===== src/rtl/q2e_pkg.sv =====
// shared widths, constants, types and tables for the quaternion to euler block
// no dependencies
`timescale 1ns / 1ps

package q2e_pkg;

    localparam int QW                = 16;
    localparam int PROD_W            = 2 * QW;
    localparam int ARG_W             = 34;
    localparam int MAG_W             = 30;
    localparam int SQ_W              = 2 * MAG_W;
    localparam int RAD_W             = SQ_W + 1;
    localparam int ROOT_STEPS        = MAG_W + 1;
    localparam int XY_W              = 37;
    localparam int Z_W               = 34;
    localparam int ANG_W             = 16;
    localparam int PITCH_W           = 15;
    localparam int ATAN_LEN          = 24;
    localparam int ATAN_IDX_W        = $clog2(ATAN_LEN);
    localparam int CORDIC_STAGES_DEF = 16;
    localparam int ROUND_SHIFT       = 17;
    localparam int NLANE             = 3;

    localparam int LANE_ROLL  = 0;
    localparam int LANE_PITCH = 1;
    localparam int LANE_YAW   = 2;

    localparam logic signed [ARG_W-1:0] ONE_Q30     = 34'sd1073741824;
    localparam logic signed [Z_W-1:0]   HALF_PI_Q30 = 34'sd1686629713;
    localparam logic signed [Z_W-1:0]   ROUND_HALF  = 34'sd65536;
    localparam logic signed [ANG_W-1:0] PI_Q13      = 16'sd25736;
    localparam logic signed [ANG_W-1:0] HALF_PI_Q13 = 16'sd12868;

    typedef struct packed {
        logic signed [ARG_W-1:0] sr;
        logic signed [ARG_W-1:0] cr;
        logic signed [ARG_W-1:0] sy;
        logic signed [ARG_W-1:0] cy;
        logic signed [ARG_W-1:0] sp;
        logic                    clamp;
    } side_t;

    typedef struct packed {
        logic signed [XY_W-1:0] x;
        logic signed [XY_W-1:0] y;
        logic signed [Z_W-1:0]  z;
        logic                   zero;
        logic                   clamp;
        logic                   neg;
    } cord_t;

    // arctangent of 2^-i at scale 2^30
    function automatic logic signed [Z_W-1:0] atan_q30(input logic [ATAN_IDX_W-1:0] idx);
        logic signed [Z_W-1:0] a;
        case (idx)
            5'd0:    a = 34'sd843314857;
            5'd1:    a = 34'sd497837829;
            5'd2:    a = 34'sd263043837;
            5'd3:    a = 34'sd133525159;
            5'd4:    a = 34'sd67021687;
            5'd5:    a = 34'sd33543516;
            5'd6:    a = 34'sd16775851;
            5'd7:    a = 34'sd8388437;
            5'd8:    a = 34'sd4194283;
            5'd9:    a = 34'sd2097149;
            5'd10:   a = 34'sd1048576;
            5'd11:   a = 34'sd524288;
            5'd12:   a = 34'sd262144;
            5'd13:   a = 34'sd131072;
            5'd14:   a = 34'sd65536;
            5'd15:   a = 34'sd32768;
            5'd16:   a = 34'sd16384;
            5'd17:   a = 34'sd8192;
            5'd18:   a = 34'sd4096;
            5'd19:   a = 34'sd2048;
            5'd20:   a = 34'sd1024;
            5'd21:   a = 34'sd512;
            5'd22:   a = 34'sd256;
            5'd23:   a = 34'sd128;
            default: a = '0;
        endcase
        return a;
    endfunction

    // move the vector into the right half plane and flag the all-zero case
    function automatic cord_t cord_prep(input logic signed [ARG_W-1:0] ya,
                                        input logic signed [ARG_W-1:0] xa);
        cord_t c;
        c.zero  = (ya == '0) && (xa == '0);
        c.clamp = 1'b0;
        c.neg   = 1'b0;
        if (xa < 0)
        begin
            if (ya >= 0)
            begin
                c.x = XY_W'(ya);
                c.y = -XY_W'(xa);
                c.z = HALF_PI_Q30;
            end
            else
            begin
                c.x = -XY_W'(ya);
                c.y = XY_W'(xa);
                c.z = -HALF_PI_Q30;
            end
        end
        else
        begin
            c.x = XY_W'(xa);
            c.y = XY_W'(ya);
            c.z = '0;
        end
        return c;
    endfunction

endpackage


===== src/rtl/q2e_sqrt_cell.sv =====
// one digit step of the integer square root, with the argument sums riding along
// depends on q2e_pkg
`timescale 1ns / 1ps

module q2e_sqrt_cell
    import q2e_pkg::*;
#(
    parameter int K = 0
)
(
    input  logic             clk,
    input  logic             rst_n,
    input  logic             en,
    input  logic             in_valid,
    input  logic [RAD_W-1:0] in_v,
    input  logic [RAD_W-1:0] in_r,
    input  side_t            in_side,
    output logic             out_valid,
    output logic [RAD_W-1:0] out_v,
    output logic [RAD_W-1:0] out_r,
    output side_t            out_side
);

    localparam logic [RAD_W-1:0] BIT = RAD_W'(1) << (2 * K);

    logic             valid_reg;
    logic [RAD_W-1:0] v_reg, v_next;
    logic [RAD_W-1:0] r_reg, r_next;
    side_t            side_reg;
    logic [RAD_W:0]   trial;

    always_comb
    begin
        trial = {1'b0, in_r} + {1'b0, BIT};
        if ({1'b0, in_v} >= trial)
        begin
            v_next = in_v - trial[RAD_W-1:0];
            r_next = (in_r >> 1) + BIT;
        end
        else
        begin
            v_next = in_v;
            r_next = in_r >> 1;
        end
    end

    always_ff @(posedge clk or negedge rst_n)
    begin
        if (!rst_n)
        begin
            valid_reg <= 1'b0;
        end
        else if (en)
        begin
            valid_reg <= in_valid;
        end
    end

    always_ff @(posedge clk)
    begin
        if (en)
        begin
            v_reg    <= v_next;
            r_reg    <= r_next;
            side_reg <= in_side;
        end
    end

    assign out_valid = valid_reg;
    assign out_v     = v_reg;
    assign out_r     = r_reg;
    assign out_side  = side_reg;

endmodule


===== config.mk =====
export PLATFORM = sky130hd
export DESIGN_NAME = q2e_sqrt_cell
export DESIGN_NICKNAME = d
export VERILOG_FILES = /design/src/rtl/q2e_pkg.sv /design/src/rtl/q2e_sqrt_cell.sv
export SDC_FILE = /design/constraint.sdc
export NUM_CORES = 1
export LEC_CHECK = 0
export BUFFER_PORTS_ARGS = -buffer_cell sky130_fd_sc_hd__buf_4
export CORE_AREA = 4 4 229 231
export DETAILED_ROUTE_END_ITERATION = 10
export DIE_AREA = 0 0 233 235
export HOLD_SLACK_MARGIN = 0.1
export PLACE_DENSITY = 0.52
export SLEW_MARGIN = 5
export SYNTH_ARGS = -nofsm -noshare
export SYNTH_HDL_FRONTEND = slang
export SYNTH_SLANG_ARGS = --single-unit

===== constraint.sdc =====
create_clock -name clk -period 1.15 [get_ports clk]
set_clock_uncertainty 0.15 [all_clocks]
set_input_delay 0.0575 -clock clk [delete_from_list [all_inputs] [get_ports clk]]
set_output_delay 0.0575 -clock clk [all_outputs]
set_load 0.05 [all_outputs]

==> impl_results.md <==
- Initial antenna violation count: 13
- Switching Fraction: 34.2%
- Slew HR: 63.1%
- Failing checks: negative hold slack, negative setup slack
- Internal power: 26200 µW
- CP Capture Type: flop
- Area of the multi-input gates: 7530 µm²
- Comb power frac: 37.3%
- Post-DP Area: 24700 µm²
- CP max FO: 8
- GR Layer Usage met3: 6.66%
- # hold bufs at CTS: 400
- Required @ worst endpoint: 1.29 ns
- Final Hold Fails: 2
- Area Overhead vs Synth: 109%
- Clock slew at reported path FFs: 0.06 ns
- Slew @ Worst Pin: 0.549 ns
- HP Class: in2reg
- Hold slack final: -0.277 ns
- Peak supply drop: 0.000951 V
- Layout cell share with drive strength beyond 1: 47.7%
- DP Wirelength: 65200 µm
- CTS H-Tree Depth: 2
- Seq pwr share: 34.2%
- Initial DRC Count: 1338
- Nets: 3213
- Part of the cycle the worst path needs: 350%
- Synth warn: 0
- Clock sinks: 294
- Vias in the first global route: 18200
- Hold path depth: 2
- Clock latency on the worst-skew pair: 0.53 ns
- DR vias/cell: 4.93
- Final setup fails: 485
- Post-synthesis cell area: 15600 µm²
- Worst EP arrival: 4.16 ns
- Synth unique cells: 72
- Sw Pwr: 13600 µW
- Post-synth ARST share: 0.340%
- Drt total wl: 88300 µm
- Top Ports: 591
- Busiest grt layer: met2
- Leakage: 0.0142 µW
- Syn Nets: 1712
- Largest cells by area after synthesis: edfxtp_1, xor2_1, ha_1
- PD cells: 1220 nW/µm²
- Root Buffer: clkbuf_16
- Met2 usage: 50.9%
- FILL cells: 3827
- Final ANT Viol Nets: 0
- Residual DRC: 0
- Max Slew Vio Count: 0
- Yosys top cell area share: 56.5%
- Most common cell in the netlist: edfxtp_1
- First-pass GRT wire length: 124000 µm
- Fin worst setup slack: -2.87 ns
- Max-cap violations: 0
- Proportion of synthesized chip area in sequential cells: 56.7%
- Crit start category: primary input
- Starting Density: 31.1%
- R2R depth: 1
- Cells after Synth: 1351
- Area leader, netlist: edfxtp_1
- Top cells by count, synth: edfxtp_1, nand2_1, xor2_1, xnor2_1, o21ai_0
- Cell area after layout: 32600 µm²
- Min Tclk post-route: 4.02 ns
- Clk pwr share: 28.5%
- Outcome: complete, but fails checks
- WS Path Type: in2reg
- Drt pass-1 iters: 6
- IO buf count: 590
- Core footprint: 50100 µm²
- GP Congestion: 0.985
- Met1 usage: 38.0%
- CTS tree: done
- Die ar.: 54800 µm²
- GRT Util Overall: 30.6%
- Max Fclk: 0.249 GHz
- CTS Buffer Depth: 3
- Horiz. Die Dim: 233 µm
- Seq cells post-synth: 294
- Wire per inst: 24.8 µm
- EDFF count, synth: 293
- Site Rows: 82
- Die Height: 235 µm
- Unrepaired setup endpoints after global routing: yes
- Vias: 17500
- Register area: 8820 µm²
- Dominant synthesized flop cell: edfxtp_1
- Syn Area/Cell: 11.5 µm²
- CTS Buf Count: 35
- GRT overflow: 0
- Largest net degree at the start of global routing: 41
-- kinds of logic (layout without fill, tap and decap cells) --
family	Yosys count	after routing	synth area share (%)
other	0	8	0
buffers and inverters	90	1616	2.77
flip-flops	294	294	56.7
adder cells (fa/ha/maj)	64	64	5.19
AND/OR/NAND/NOR	456	456	14.6
XOR/XNOR	177	177	9.96
multiplexers	2	2	0.137
AO/OA/AOI/OAI	268	269	10.6
-- registers in the layout (all words and copies together), names as in the netlist --
signal     cells
out_valid      1
out_side     171
out_r         61
out_v         61
-- area by class of cell --
| cell class | count | area share [%] |
|---|---|---|
| diodes | 8 | 0.0614 |
| clock inverters | 24 | 0.702 |
| multi-input cells | 968 | 23.1 |
| clock buffers | 39 | 2.80 |
| well taps | 672 | 2.58 |
| inverters | 24 | 0.276 |
| flip-flops and latches | 294 | 27.1 |
| repair buffers | 1529 | 43.4 |
-- placed cells by master (no fill, tap or decap), types with 8 or more instances in the layout --
cell           count
nand2_2           17
nor2_1            60
buf_12            25
xor2_1            87
nand2_4           17
nor3_1             8
nor2_4             9
nor3_4            24
nand3_1           37
ha_1              60
buf_4            780
a21oi_1           70
nand2_1          126
diode_2            8
o21bai_1          12
and3_1            16
edfxtp_1         293
nand4_1           54
o21ai_1           32
a21o_1            31
buf_6            311
clkinv_1           8
inv_1             23
xnor2_1           80
nor4_4            14
clkbuf_16         38
o21ai_2           26
nor2_2             9
o21ai_0           30
clkinv_2           9
dlygate4sd3_1    400
-- critical path, stage by stage --
cell     delay, ns
buf_6         0.08
nand4_1       0.19
or2_1         0.29
or3_4         0.33
or2_4         0.25
or3_4         0.35
nor2_4        0.17
xnor2_4       0.12
ha_4          0.29
nand4_1       0.12
nor4_4        0.31
nand4_1       0.15
nor2_2        0.16
o21ai_2       0.07
o211a_1       0.14
o21ai_4       0.17
o21ba_4       0.25
buf_12        0.17
buf_6         0.12
nor4_4        0.26
xor2_1        0.10
-- power groups by stage --
stage / clock network [µW] / logic [µW] / registers [µW]
global route: 12100 / 15400 / 13700
CTS: 11500 / 14300 / 13600
finish: 11400 / 14800 / 13600
floorplan: 0 / 2650 / 17000
global placement: 0 / 11700 / 13600
detailed placement: 0 / 11700 / 13600
-- per-stage QoR --
| step | total power (µW) | std cells | TNS, ns | util, % | worst slack (ns) |
|---|---|---|---|---|---|
| floorplan | 19600 | 1351 | -349.44 | - | -2.92 |
| global placement | 25300 | 3040 | -417.51 | 49.3 | -3.57 |
| detailed placement | 25300 | 3040 | -422.02 | 49.3 | -3.67 |
| CTS | 39400 | 3529 | -379.77 | 64.0 | -2.75 |
| global route | 41200 | 3558 | -409.46 | 65.1 | -2.96 |
| finish | 39800 | 3558 | -384.77 | 65.1 | -2.87 |
-- path summary, 6_finish.rpt --
kind / start / end / slack, ns
max in group asynchronous: rst_n / out_valid$_DFFE_PN0P_ / 0.44
setup / recovery: in_r[24] / out_r[17]$_DFFE_PP_ / -2.87
min in group asynchronous: rst_n / out_valid$_DFFE_PN0P_ / 0.28
hold reg to reg: out_valid$_DFFE_PN0P_ / out_valid$_DFFE_PN0P_ / 0.47
hold / removal: in_r[16] / out_r[15]$_DFFE_PP_ / -0.28
setup reg to reg: out_valid$_DFFE_PN0P_ / out_valid$_DFFE_PN0P_ / 0.18
-- metal layers --
layer / part of all wire [%] / routed length (µm) / up-vias
met1: 40 / 35200 / 8548
met4: 5.4 / 4750 / 10
met2: 48 / 42100 / 765
li1: - / - / 8023
met3: 7.0 / 6200 / 183
met5: 0.080 / 71 / -
-- repair_timing --
item | 4_1_cts | 5_1_grt
setup endpoints to repair | 416 | 456
gates cloned | 10 | 3
endpoints found under the hold margin | 588 | 6
buffers inserted | 16 | 24
pin swaps | 45 | 58
gates resized for setup | 492 | 88
Note: power is estimated with default switching activity, not from simulation.
